===== src/design/tie_averaged_confusion_counts_top_macros.svh =====
// Assertion macros shared by the top level of the tie-averaged confusion counter.
`ifndef TIE_AVERAGED_CONFUSION_COUNTS_TOP_MACROS_SVH
`define TIE_AVERAGED_CONFUSION_COUNTS_TOP_MACROS_SVH

// Same-cycle implication, sampled on clk_i, off during reset.
`define TACC_ASSERT(lbl, ante, cons, msg) \
  lbl: assert property (@(posedge clk_i) disable iff (!rst_ni) (ante) |-> (cons)) \
    else $error(msg);

// Next-cycle implication, sampled on clk_i, off during reset.
`define TACC_ASSERT_NEXT(lbl, ante, cons, msg) \
  lbl: assert property (@(posedge clk_i) disable iff (!rst_ni) (ante) |=> (cons)) \
    else $error(msg);

`endif


===== src/design/tacc_pkg.sv =====
// Shared constants and controller/datapath signal groups of the tie-averaged confusion counter.
package tacc_pkg;

  localparam int SCORE_W   = 32;
  localparam int CNT_OUT_W = 40;
  localparam int RUN_W     = 6;

  localparam int COUNT_BITS_DEF = 24;
  localparam int FRAC_BITS_DEF  = 16;
  localparam int MAX_RUN_DEF    = 63;

  localparam logic [SCORE_W-1:0] SCORE_MIN = {1'b1, {(SCORE_W-1){1'b0}}};

  typedef struct packed {
    logic load;
    logic init_row;
    logic count;
    logic div_start;
    logic rows_init;
    logic row_push;
    logic run_end;
    logic clear;
    logic by_len;
    logic eod_phase;
  } ctrl_cmd_t;

  typedef struct packed {
    logic seen_first;
    logic score_diff;
    logic len_full;
    logic len_gt1;
    logic row_last;
    logic out_free;
    logic item_eod;
    logic div_busy;
  } ctrl_status_t;

endpackage


===== src/design/tacc_if.sv =====
// Input item and result row channel interfaces.
interface tacc_item_if import tacc_pkg::*; ();
  logic                      valid;
  logic                      ready;
  logic                      label_positive;
  logic signed [SCORE_W-1:0] score;
  logic                      end_of_data;

  modport source (output valid, label_positive, score, end_of_data, input ready);
  modport sink   (input valid, label_positive, score, end_of_data, output ready);
endinterface

interface tacc_row_if import tacc_pkg::*; ();
  logic                      valid;
  logic                      ready;
  logic [CNT_OUT_W-1:0]      tp_count;
  logic [CNT_OUT_W-1:0]      fp_count;
  logic signed [SCORE_W-1:0] row_score;
  logic                      is_interpolated;
  logic                      run_split;
  logic                      final_row;
  logic                      last;

  modport source (output valid, tp_count, fp_count, row_score, is_interpolated, run_split,
                  final_row, last, input ready);
  modport sink   (input valid, tp_count, fp_count, row_score, is_interpolated, run_split,
                  final_row, last, output ready);
endinterface


===== src/design/tacc_ctrl.sv =====
// Sequencing state machine of the tie-averaged confusion counter.
module tacc_ctrl import tacc_pkg::*; (
  input  logic         clk_i,
  input  logic         rst_ni,
  input  logic         in_valid_i,
  output logic         in_ready_o,
  input  ctrl_status_t status_i,
  output ctrl_cmd_t    cmd_o
);

  typedef enum logic [6:0] {
    S_IDLE   = 7'b0000001,
    S_DECIDE = 7'b0000010,
    S_INIT   = 7'b0000100,
    S_COUNT  = 7'b0001000,
    S_CLOSE  = 7'b0010000,
    S_DIV    = 7'b0100000,
    S_ROWS   = 7'b1000000
  } state_e;

  state_e state_q, state_d;
  logic   eod_phase_q, eod_phase_d;
  logic   by_len_q, by_len_d;

  assign in_ready_o = (state_q == S_IDLE);

  always_comb begin
    cmd_o           = '0;
    cmd_o.by_len    = by_len_q;
    cmd_o.eod_phase = eod_phase_q;
    state_d         = state_q;
    eod_phase_d     = eod_phase_q;
    by_len_d        = by_len_q;
    unique case (state_q)
      S_IDLE: begin
        if (in_valid_i) begin
          cmd_o.load = 1'b1;
          state_d    = S_DECIDE;
        end
      end
      S_DECIDE: begin
        priority if (!status_i.seen_first) begin
          state_d = S_INIT;
        end else if (status_i.score_diff) begin
          by_len_d    = 1'b0;
          eod_phase_d = 1'b0;
          state_d     = S_CLOSE;
        end else if (status_i.len_full) begin
          by_len_d    = 1'b1;
          eod_phase_d = 1'b0;
          state_d     = S_CLOSE;
        end else begin
          state_d = S_COUNT;
        end
      end
      S_INIT: begin
        if (status_i.out_free) begin
          cmd_o.init_row = 1'b1;
          state_d        = S_COUNT;
        end
      end
      S_COUNT: begin
        cmd_o.count = 1'b1;
        if (status_i.item_eod) begin
          eod_phase_d = 1'b1;
          by_len_d    = 1'b0;
          state_d     = S_CLOSE;
        end else begin
          state_d = S_IDLE;
        end
      end
      S_CLOSE: begin
        // a single-item run needs only its exact row
        if (status_i.len_gt1) begin
          cmd_o.div_start = 1'b1;
          state_d         = S_DIV;
        end else begin
          cmd_o.rows_init = 1'b1;
          state_d         = S_ROWS;
        end
      end
      S_DIV: begin
        if (!status_i.div_busy) begin
          cmd_o.rows_init = 1'b1;
          state_d         = S_ROWS;
        end
      end
      S_ROWS: begin
        if (status_i.out_free) begin
          cmd_o.row_push = 1'b1;
          if (status_i.row_last) begin
            if (eod_phase_q) begin
              cmd_o.clear = 1'b1;
              state_d     = S_IDLE;
            end else begin
              cmd_o.run_end = 1'b1;
              state_d       = S_COUNT;
            end
          end
        end
      end
      default: state_d = S_IDLE;
    endcase
  end

  always_ff @(posedge clk_i or negedge rst_ni) begin
    if (!rst_ni) begin
      state_q     <= S_IDLE;
      eod_phase_q <= 1'b0;
      by_len_q    <= 1'b0;
    end else begin
      state_q     <= state_d;
      eod_phase_q <= eod_phase_d;
      by_len_q    <= by_len_d;
    end
  end

endmodule


===== src/design/tacc_div.sv =====
// Two-lane restoring divider, one quotient bit per cycle, shared divisor.
module tacc_div import tacc_pkg::*; #(
  parameter int FRAC_BITS = FRAC_BITS_DEF
) (
  input  logic                                 clk_i,
  input  logic                                 rst_ni,
  input  logic                                 start_i,
  input  logic [RUN_W-1:0]                     divisor_i,
  input  logic [1:0][RUN_W+FRAC_BITS-1:0]      dividend_i,
  output logic                                 busy_o,
  output logic [1:0][RUN_W+FRAC_BITS-1:0]      quo_o,
  output logic [1:0][RUN_W-1:0]                rem_o
);

  localparam int DVD_W = RUN_W + FRAC_BITS;
  localparam int CNT_W = $clog2(DVD_W + 1);

  logic                   busy_q;
  logic [CNT_W-1:0]       cnt_q;
  logic [RUN_W-1:0]       div_q;
  logic [1:0][DVD_W-1:0]  quo_q, quo_d;
  logic [1:0][RUN_W-1:0]  rem_q, rem_d;

  always_comb begin
    logic [RUN_W:0] trial;
    logic           ge;
    for (int l = 0; l < 2; l++) begin
      trial    = {rem_q[l], quo_q[l][DVD_W-1]};
      ge       = (trial >= {1'b0, div_q});
      rem_d[l] = ge ? RUN_W'(trial - {1'b0, div_q}) : trial[RUN_W-1:0];
      quo_d[l] = {quo_q[l][DVD_W-2:0], ge};
    end
  end

  always_ff @(posedge clk_i or negedge rst_ni) begin
    if (!rst_ni) begin
      busy_q <= 1'b0;
      cnt_q  <= '0;
    end else if (start_i) begin
      busy_q <= 1'b1;
      cnt_q  <= CNT_W'(DVD_W);
    end else if (busy_q) begin
      cnt_q <= cnt_q - CNT_W'(1);
      if (cnt_q == CNT_W'(1)) begin
        busy_q <= 1'b0;
      end
    end
  end

  always_ff @(posedge clk_i) begin
    if (start_i) begin
      div_q <= divisor_i;
      quo_q <= dividend_i;
      rem_q <= '0;
    end else if (busy_q) begin
      quo_q <= quo_d;
      rem_q <= rem_d;
    end
  end

  assign busy_o = busy_q;
  assign quo_o  = quo_q;
  assign rem_o  = rem_q;

endmodule


===== src/design/tacc_dp.sv =====
// Datapath: running counts, run tracking, row interpolation and output register.
module tacc_dp import tacc_pkg::*; #(
  parameter int COUNT_BITS = COUNT_BITS_DEF,
  parameter int FRAC_BITS  = FRAC_BITS_DEF,
  parameter int MAX_RUN    = MAX_RUN_DEF
) (
  input  logic                      clk_i,
  input  logic                      rst_ni,
  input  ctrl_cmd_t                 cmd_i,
  output ctrl_status_t              status_o,
  input  logic                      label_positive_i,
  input  logic signed [SCORE_W-1:0] score_i,
  input  logic                      end_of_data_i,
  input  logic                      out_ready_i,
  output logic                      out_valid_o,
  output logic [CNT_OUT_W-1:0]      tp_count_o,
  output logic [CNT_OUT_W-1:0]      fp_count_o,
  output logic signed [SCORE_W-1:0] row_score_o,
  output logic                      is_interpolated_o,
  output logic                      run_split_o,
  output logic                      final_row_o,
  output logic                      last_o
);

  localparam int DVD_W = RUN_W + FRAC_BITS;
  localparam logic [COUNT_BITS-1:0] COUNT_MAX = '1;

  // lane 0 counts positives, lane 1 negatives
  logic [1:0][COUNT_BITS-1:0] total_q, start_q, diff;
  logic [RUN_W-1:0]           run_len_q;
  logic signed [SCORE_W-1:0]  run_score_q;
  logic                       seen_first_q;
  logic                       split_pending_q;

  logic                       label_q;
  logic signed [SCORE_W-1:0]  score_q;
  logic                       eod_q;

  logic [RUN_W-1:0]           k_q;
  logic [1:0][DVD_W-1:0]      qacc_q, q_base, q_next;
  logic [1:0][RUN_W-1:0]      racc_q, r_base, r_next;

  logic [1:0][DVD_W-1:0]      dvd, quo;
  logic [1:0][RUN_W-1:0]      rem;
  logic                       div_busy;

  logic                       row_last;
  logic [1:0][CNT_OUT_W-1:0]  row_cnt;
  logic signed [SCORE_W-1:0]  init_score;
  logic                       out_valid_q;
  logic                       out_free;

  function automatic logic [CNT_OUT_W-1:0] fx_shift(logic [COUNT_BITS-1:0] v);
    logic [63:0] w;
    w = 64'(v) << FRAC_BITS;
    return w[CNT_OUT_W-1:0];
  endfunction

  // run increase is bounded by the run length, so it fits the run width
  always_comb begin
    for (int l = 0; l < 2; l++) begin
      diff[l] = total_q[l] - start_q[l];
      dvd[l]  = DVD_W'(diff[l][RUN_W-1:0]) << FRAC_BITS;
    end
  end

  tacc_div #(.FRAC_BITS(FRAC_BITS)) u_div (
    .clk_i      (clk_i),
    .rst_ni     (rst_ni),
    .start_i    (cmd_i.div_start),
    .divisor_i  (run_len_q),
    .dividend_i (dvd),
    .busy_o     (div_busy),
    .quo_o      (quo),
    .rem_o      (rem)
  );

  // advance quotient and remainder of k*delta/len by one row; seed with len/2 for rounding
  always_comb begin
    logic [RUN_W:0] r_sum;
    logic           carry;
    for (int l = 0; l < 2; l++) begin
      q_base[l] = cmd_i.rows_init ? '0 : qacc_q[l];
      r_base[l] = cmd_i.rows_init ? (run_len_q >> 1) : racc_q[l];
      r_sum     = {1'b0, r_base[l]} + {1'b0, rem[l]};
      carry     = (r_sum >= {1'b0, run_len_q});
      r_next[l] = carry ? RUN_W'(r_sum - {1'b0, run_len_q}) : r_sum[RUN_W-1:0];
      q_next[l] = q_base[l] + quo[l] + DVD_W'(carry);
    end
  end

  assign row_last = (k_q == run_len_q);

  always_comb begin
    for (int l = 0; l < 2; l++) begin
      row_cnt[l] = row_last ? fx_shift(total_q[l])
                            : fx_shift(start_q[l]) + CNT_OUT_W'(qacc_q[l]);
    end
  end

  assign init_score = (score_q == SCORE_MIN) ? score_q : score_q - SCORE_W'(1);

  always_ff @(posedge clk_i or negedge rst_ni) begin
    if (!rst_ni) begin
      total_q         <= '0;
      start_q         <= '0;
      run_len_q       <= '0;
      run_score_q     <= '0;
      seen_first_q    <= 1'b0;
      split_pending_q <= 1'b0;
    end else if (cmd_i.clear) begin
      total_q         <= '0;
      start_q         <= '0;
      run_len_q       <= '0;
      run_score_q     <= '0;
      seen_first_q    <= 1'b0;
      split_pending_q <= 1'b0;
    end else if (cmd_i.init_row) begin
      seen_first_q    <= 1'b1;
      split_pending_q <= 1'b0;
      start_q         <= total_q;
      run_len_q       <= '0;
      run_score_q     <= score_q;
    end else if (cmd_i.run_end) begin
      split_pending_q <= cmd_i.by_len;
      start_q         <= total_q;
      run_len_q       <= '0;
      run_score_q     <= score_q;
    end else if (cmd_i.count) begin
      // saturate the running counts
      if (label_q) begin
        if (total_q[0] != COUNT_MAX) total_q[0] <= total_q[0] + COUNT_BITS'(1);
      end else begin
        if (total_q[1] != COUNT_MAX) total_q[1] <= total_q[1] + COUNT_BITS'(1);
      end
      run_len_q <= run_len_q + RUN_W'(1);
    end
  end

  always_ff @(posedge clk_i) begin
    if (cmd_i.load) begin
      label_q <= label_positive_i;
      score_q <= score_i;
      eod_q   <= end_of_data_i;
    end
    if (cmd_i.rows_init || cmd_i.row_push) begin
      qacc_q <= q_next;
      racc_q <= r_next;
    end
  end

  always_ff @(posedge clk_i or negedge rst_ni) begin
    if (!rst_ni) begin
      k_q <= '0;
    end else if (cmd_i.rows_init) begin
      k_q <= RUN_W'(1);
    end else if (cmd_i.row_push) begin
      k_q <= k_q + RUN_W'(1);
    end
  end

  // output register: one word held until taken
  assign out_free = !out_valid_q || out_ready_i;

  always_ff @(posedge clk_i or negedge rst_ni) begin
    if (!rst_ni) begin
      out_valid_q <= 1'b0;
    end else if (cmd_i.init_row || cmd_i.row_push) begin
      out_valid_q <= 1'b1;
    end else if (out_ready_i) begin
      out_valid_q <= 1'b0;
    end
  end

  always_ff @(posedge clk_i) begin
    if (cmd_i.init_row) begin
      tp_count_o        <= '0;
      fp_count_o        <= '0;
      row_score_o       <= init_score;
      is_interpolated_o <= 1'b0;
      run_split_o       <= 1'b0;
      final_row_o       <= 1'b0;
      last_o            <= !eod_q;
    end else if (cmd_i.row_push) begin
      tp_count_o        <= row_cnt[0];
      fp_count_o        <= row_cnt[1];
      row_score_o       <= run_score_q;
      is_interpolated_o <= !row_last;
      run_split_o       <= split_pending_q | cmd_i.by_len;
      final_row_o       <= cmd_i.eod_phase & row_last;
      last_o            <= row_last & (cmd_i.eod_phase | !eod_q);
    end
  end

  assign out_valid_o = out_valid_q;

  assign status_o.seen_first = seen_first_q;
  assign status_o.score_diff = (score_q != run_score_q);
  assign status_o.len_full   = (run_len_q >= RUN_W'(MAX_RUN));
  assign status_o.len_gt1    = (run_len_q > RUN_W'(1));
  assign status_o.row_last   = row_last;
  assign status_o.out_free   = out_free;
  assign status_o.item_eod   = eod_q;
  assign status_o.div_busy   = div_busy;

endmodule


===== src/design/tie_averaged_confusion_counts_top.sv =====
// Top level of the tie-averaged cumulative confusion counter.
//
//   channel  dir  word                                         accepted when
//   item_i   in   label_positive, score, end_of_data           valid && ready
//   row_o    out  tp/fp_count, row_score, flags, last           valid && ready
//
// An item that closes no run passes the accept, decide and count states. Closing a run
// of L items adds the close state and L row pushes, after a pass of the bit-serial
// divider when L > 1. The initial row adds the init state; the end-of-data run closes as any.
// Reset clears all counts and run state at once. Rows leave through a single
// output register; a stalled row_o holds the sequencer until the word is taken.
`include "tie_averaged_confusion_counts_top_macros.svh"

module tie_averaged_confusion_counts_top import tacc_pkg::*; #(
  parameter int COUNT_BITS = COUNT_BITS_DEF,
  parameter int FRAC_BITS  = FRAC_BITS_DEF,
  parameter int MAX_RUN    = MAX_RUN_DEF
) (
  input  logic         clk_i,
  input  logic         rst_ni,
  tacc_item_if.sink    item_i,
  tacc_row_if.source   row_o
);

  ctrl_cmd_t    cmd;
  ctrl_status_t status;
  logic         in_ready;

  tacc_ctrl u_ctrl (
    .clk_i      (clk_i),
    .rst_ni     (rst_ni),
    .in_valid_i (item_i.valid),
    .in_ready_o (in_ready),
    .status_i   (status),
    .cmd_o      (cmd)
  );

  tacc_dp #(
    .COUNT_BITS (COUNT_BITS),
    .FRAC_BITS  (FRAC_BITS),
    .MAX_RUN    (MAX_RUN)
  ) u_dp (
    .clk_i             (clk_i),
    .rst_ni            (rst_ni),
    .cmd_i             (cmd),
    .status_o          (status),
    .label_positive_i  (item_i.label_positive),
    .score_i           (item_i.score),
    .end_of_data_i     (item_i.end_of_data),
    .out_ready_i       (row_o.ready),
    .out_valid_o       (row_o.valid),
    .tp_count_o        (row_o.tp_count),
    .fp_count_o        (row_o.fp_count),
    .row_score_o       (row_o.row_score),
    .is_interpolated_o (row_o.is_interpolated),
    .run_split_o       (row_o.run_split),
    .final_row_o       (row_o.final_row),
    .last_o            (row_o.last)
  );

  assign item_i.ready = in_ready;

  `TACC_ASSERT(a_ready_not_dividing, item_i.ready, !status.div_busy, "item taken while dividing")
  `TACC_ASSERT(a_final_is_last, row_o.valid && row_o.final_row, row_o.last, "final row without last")
  `TACC_ASSERT_NEXT(a_accept_drops_ready, item_i.valid && item_i.ready, !item_i.ready, "ready held after accept")
  `TACC_ASSERT(a_push_into_free, cmd.row_push || cmd.init_row, status.out_free, "row pushed into full register")

endmodule


===== src/flat_wrapper.sv =====
// flat-port wrapper written by rule: the top's interface ports become plain ports
module tie_averaged_confusion_counts_top_flat import tacc_pkg::*;
#(
  parameter int COUNT_BITS = COUNT_BITS_DEF,
  parameter int FRAC_BITS  = FRAC_BITS_DEF,
  parameter int MAX_RUN    = MAX_RUN_DEF
)
  (clk_i, rst_ni, item_i_valid, item_i_label_positive, item_i_score, item_i_end_of_data, item_i_ready, row_o_valid, row_o_tp_count, row_o_fp_count, row_o_row_score, row_o_is_interpolated, row_o_run_split, row_o_final_row, row_o_last, row_o_ready);
  tacc_item_if item_i_i ();
  tacc_row_if row_o_i ();
  input  logic clk_i;
  input  logic rst_ni;
  input wire logic [$bits(item_i_i.valid)-1:0] item_i_valid;
  input wire logic [$bits(item_i_i.label_positive)-1:0] item_i_label_positive;
  input wire logic [$bits(item_i_i.score)-1:0] item_i_score;
  input wire logic [$bits(item_i_i.end_of_data)-1:0] item_i_end_of_data;
  output wire logic [$bits(item_i_i.ready)-1:0] item_i_ready;
  output wire logic [$bits(row_o_i.valid)-1:0] row_o_valid;
  output wire logic [$bits(row_o_i.tp_count)-1:0] row_o_tp_count;
  output wire logic [$bits(row_o_i.fp_count)-1:0] row_o_fp_count;
  output wire logic [$bits(row_o_i.row_score)-1:0] row_o_row_score;
  output wire logic [$bits(row_o_i.is_interpolated)-1:0] row_o_is_interpolated;
  output wire logic [$bits(row_o_i.run_split)-1:0] row_o_run_split;
  output wire logic [$bits(row_o_i.final_row)-1:0] row_o_final_row;
  output wire logic [$bits(row_o_i.last)-1:0] row_o_last;
  input wire logic [$bits(row_o_i.ready)-1:0] row_o_ready;
  assign item_i_i.valid = item_i_valid;
  assign item_i_i.label_positive = item_i_label_positive;
  assign item_i_i.score = item_i_score;
  assign item_i_i.end_of_data = item_i_end_of_data;
  assign item_i_ready = item_i_i.ready;
  assign row_o_valid = row_o_i.valid;
  assign row_o_tp_count = row_o_i.tp_count;
  assign row_o_fp_count = row_o_i.fp_count;
  assign row_o_row_score = row_o_i.row_score;
  assign row_o_is_interpolated = row_o_i.is_interpolated;
  assign row_o_run_split = row_o_i.run_split;
  assign row_o_final_row = row_o_i.final_row;
  assign row_o_last = row_o_i.last;
  assign row_o_i.ready = row_o_ready;
  tie_averaged_confusion_counts_top #(.COUNT_BITS(COUNT_BITS), .FRAC_BITS(FRAC_BITS), .MAX_RUN(MAX_RUN)) u_core (.clk_i(clk_i), .rst_ni(rst_ni), .item_i(item_i_i), .row_o(row_o_i));
endmodule

===== config.mk =====
export PLATFORM = sky130hd
export DESIGN_NAME = tie_averaged_confusion_counts_top_flat
export DESIGN_NICKNAME = d
export VERILOG_FILES = /design/src/design/tacc_pkg.sv /design/src/design/tacc_if.sv /design/src/design/tacc_ctrl.sv /design/src/design/tacc_div.sv /design/src/design/tacc_dp.sv /design/src/design/tie_averaged_confusion_counts_top.sv /design/src/flat_wrapper.sv
export VERILOG_INCLUDE_DIRS = /design/src /design/src/design
export SDC_FILE = /design/constraint.sdc
export NUM_CORES = 1
export LEC_CHECK = 0
export BUFFER_PORTS_ARGS = -buffer_cell sky130_fd_sc_hd__buf_4
export CAP_MARGIN = 0
export CORE_ASPECT_RATIO = 1.5
export CORE_MARGIN = 2
export CORE_UTILIZATION = 50
export DETAILED_ROUTE_END_ITERATION = 10
export PLACE_DENSITY = 0.66
export SETUP_SLACK_MARGIN = 0.2
export SLEW_MARGIN = 20
export SYNTH_ARGS = -nofsm -noshare
export SYNTH_HDL_FRONTEND = slang
export SYNTH_SLANG_ARGS = --single-unit

===== constraint.sdc =====
create_clock -name clk_i -period 8.5 [get_ports clk_i]
set_clock_uncertainty 0.1 [all_clocks]
set_input_delay 1.7 -clock clk_i [delete_from_list [all_inputs] [get_ports clk_i]]
set_output_delay 1.7 -clock clk_i [all_outputs]
set_load 0.03 [all_outputs]

==> impl_metrics.ini <==
[floorplan]
ios = 156
die_area_mm2 = 0.0469
core_region_area_mm2 = 0.0447
start_util = 0.505
rows = 95
die_x_um = 177
die_y_um = 264

[grt]
grt_pass1_vias = 17000
overflow = 0
grt_max_degree = 94
track_usage = 0.238
antenna_found_initial = 0
grt_pass1_wl_mm = 89.6

[critical_path]
slowest_delay_ns = 0.56
setup.worst_path.end_class = flop
slowest_stage = fa_1
cp_common_cell = o21ai_0
crit_fanout = 12
worst-path-buf-inv = 3
cp.arrival_ns = 7.96
critPathLaunchType = flop
crit_family = compound AO/OA/AOI/OAI gates
worstPathRequired_ns = 8.71
crit_type = reg -> reg

[timing]
setup_viol_count_final = 0
tightest_slew_ns = 1.12
hold_violations = 0
fmax_mhz = 129
rsz0062_at_grt = false
slew_violations = 0
relSlewSlack = 0.253
tns_ns = 0
post-route-min-period_ns = 7.75
post-route-period-util = 0.912

[drt]
drtIter0Drc = 982
wl_per_cell_um = 19.0
ant_nets = 0
drc_errors = 0
drt-pass1-iter-count = 5
vias = 17100
wirelength_mm = 56.0
viasPerCell = 5.79

[layout]
drive_gt1_frac = 0.121
n_antenna_cell = 0
fin_nets = 2503
seqCellArea_mm2 = 0.0107
multiInputGateArea_mm2 = 0.0111
fillerInstances = 3941
area_growth_pct = 13.2
fin_cells = 2954
design_area_mm2 = 0.0255

[pwr]
p_leak_nw = 10.7
vdd_drop_max_uv = 188
power_density_mw_per_mm2 = 275

[synth]
synthTopCellsByArea = edfxtp_1 (19%), dfrtp_1 (17%), dfxtp_1 (11%)
yosys.area.top_type_share = 0.188
syn_nets = 2390
ys_seq_area_frac = 0.476
synth_warnings = 0
synth-seq-cells = 426
syn_area_mm2 = 0.0226
ys.flop_type = dfrtp_1
async_flop_share = 0.371
synth_edf_count = 141
syn_avg_cell_area_um2 = 10.1
synth_top_area_cell = edfxtp_1
ys_types = 87
postSynthCellCount = 2226

[placed_design]
io_buffer_count = 155
gp_routability_congestion = 0.896
dpl_cell_area_mm2 = 0.0242
placedCellCount = 2876
dp_hpwl_mm = 38.5

[clock_network]
cts-buffers-inserted = 43
htreeDepth = 2
cts_tree = yes
clk_pin_slew_ns = 0.06
cts_buffer_depth = 3
root_buffer = clkbuf_16
clkLatencyLatePin_ns = 0.56
cts_setup_buffers = 0
cts.sinks = 426

[hold_path]
hp-class = reg -> reg

[job]
maxCapViolCount = 0

[status]
status = completed
## kinds of logic after synthesis
logic type | after synthesis | share of synthesized area
buffers and inverters | 180 | 0.0331
AND/OR/NAND/NOR | 726 | 0.160
flip-flops | 426 | 0.476
AO/OA/AOI/OAI | 501 | 0.149
adder cells (fa/ha/maj) | 126 | 0.0746
multiplexers | 52 | 0.0236
XOR/XNOR | 215 | 0.0835
## cells in the final DEF, fill, tap and decap left out, types with 53 or more instances in the layout
master,netlist,final
nor2_1,197,195
nand2_1,196,194
buf_4,3,171
dfrtp_1,157,156
edfxtp_1,141,141
o21ai_0,135,135
xnor2_1,128,128
dfxtp_1,127,127
a22o_1,115,115
ha_1,112,112
a21oi_1,91,90
xor2_1,87,87
inv_1,74,74
and2_1,54,53
## sequential cells by signal, summed over array words and instances (netlist names), 7 cells and up
| register | cells |
|---|---|
| u_core.u_dp.start_q | 48 |
| u_core.u_dp.total_q | 48 |
| u_core.u_dp.qacc_q | 44 |
| u_core.u_dp.u_div.quo_o | 44 |
| u_core.u_dp.fp_count_o | 40 |
| u_core.u_dp.tp_count_o | 40 |
| u_core.u_dp.row_score_o | 32 |
| u_core.u_dp.run_score_q | 32 |
| u_core.u_dp.score_q | 32 |
| u_core.u_dp.racc_q | 12 |
| u_core.u_dp.u_div.rem_o | 12 |
| u_core.u_ctrl.state_q | 7 |
## where the power goes
part / switching [W] / leakage, nW / internal (W) / total, W
clock network: 0.000800 / 0.663 / 0.00105 / 0.00185
logic: 0.00135 / 5.62 / 0.00105 / 0.00240
registers: 0.000275 / 4.47 / 0.00251 / 0.00278
## metal layers
layer,GRT usage,part of all wire
met5,0,0
met4,0.0917,0.035
met3,0.0284,0.044
met2,0.415,0.51
met1,0.298,0.42
## repair_timing
| item | CTS | global route |
|---|---|---|
| resized for setup | 0 | 1 |
| hold buffers | 0 | 0 |
| endpoints found under the setup margin | 0 | 2 |
## final timing paths
path                                                          from                                       to  slack, ns  depth (start not counted)
max                           u_core.u_dp.run_len_q[1]$_DFFE_PN0P_         u_core.u_dp.qacc_q[42]$_DFFE_PP_       0.75                         29
min                        u_core.u_dp.tp_count_o[18]$_SDFFE_PP0P_  u_core.u_dp.tp_count_o[18]$_SDFFE_PP0P_       0.36                          2
max reg2reg                   u_core.u_dp.run_len_q[1]$_DFFE_PN0P_         u_core.u_dp.qacc_q[42]$_DFFE_PP_       0.75                         29
min reg2reg                u_core.u_dp.tp_count_o[18]$_SDFFE_PP0P_  u_core.u_dp.tp_count_o[18]$_SDFFE_PP0P_       0.36                          2
max in group asynchronous                                   rst_ni       u_core.u_dp.u_div.busy_o$_DFF_PN0_       5.60                          2
min in group asynchronous                                   rst_ni      u_core.u_dp.start_q[17]$_DFFE_PN0P_       1.16                          1
## final cells by class
cell class,count,area share
clock buffers,63,0.0487
clock inverters,15,0.00402
inverters,75,0.0110
multi-input cells,1620,0.436
flip-flops and latches,426,0.420
well taps,582,0.0285
repair buffers,173,0.0518
## worst register-to-register path, delay by kind of cell, from the launching register on
family,cells,cell delay (ns)
xor gates and xnor gates,1,0.08
and+or+nand+nor,6,0.81
adders and majority gates,6,2.19
AOI/OAI and AO/OA,13,3.33
DFF,1,0.43
buffers and inverters,3,0.57
## synthesized netlist by cell type, types with 7 or more instances
master    instances
o31ai_1           8
mux2i_1          42
dfrtp_1         157
and3_1           29
a21o_1           23
nor4_1            7
nand4_1          38
clkbuf_1         59
nor2b_1          17
a211oi_1         30
dfxtp_1         127
a21boi_0         11
nand3b_1          9
a21oi_1          91
buf_2            24
o21a_1            8
mux2_2           10
xnor2_1         128
a22oi_1           7
buf_1            14
o21ai_0         135
and2_1           54
nand3_1          53
or3_1            10
xor2_1           87
edfxtp_1        141
a22o_1          115
nor2_1          197
nand2b_1         15
fa_1             14
a31oi_1          12
and4_1           15
nand2_1         196
o21ai_1          11
nor3_1           44
ha_1            112
inv_1            74
## per-stage QoR
stage          worst slack [ns]  hold slack, ns   util  total power (W)
5_1_grt                   0.220           0.394  0.571          0.00746
6_report                  0.746           0.357  0.571          0.00702
4_1_cts                   0.578           0.361  0.571          0.00708
3_3_place_gp              0.871           0.343  0.540          0.00513
2_1_floorplan              1.37           0.323      -          0.00455
3_5_place_dp              0.613           0.347  0.541          0.00520
(Power assumes the default switching activity.)
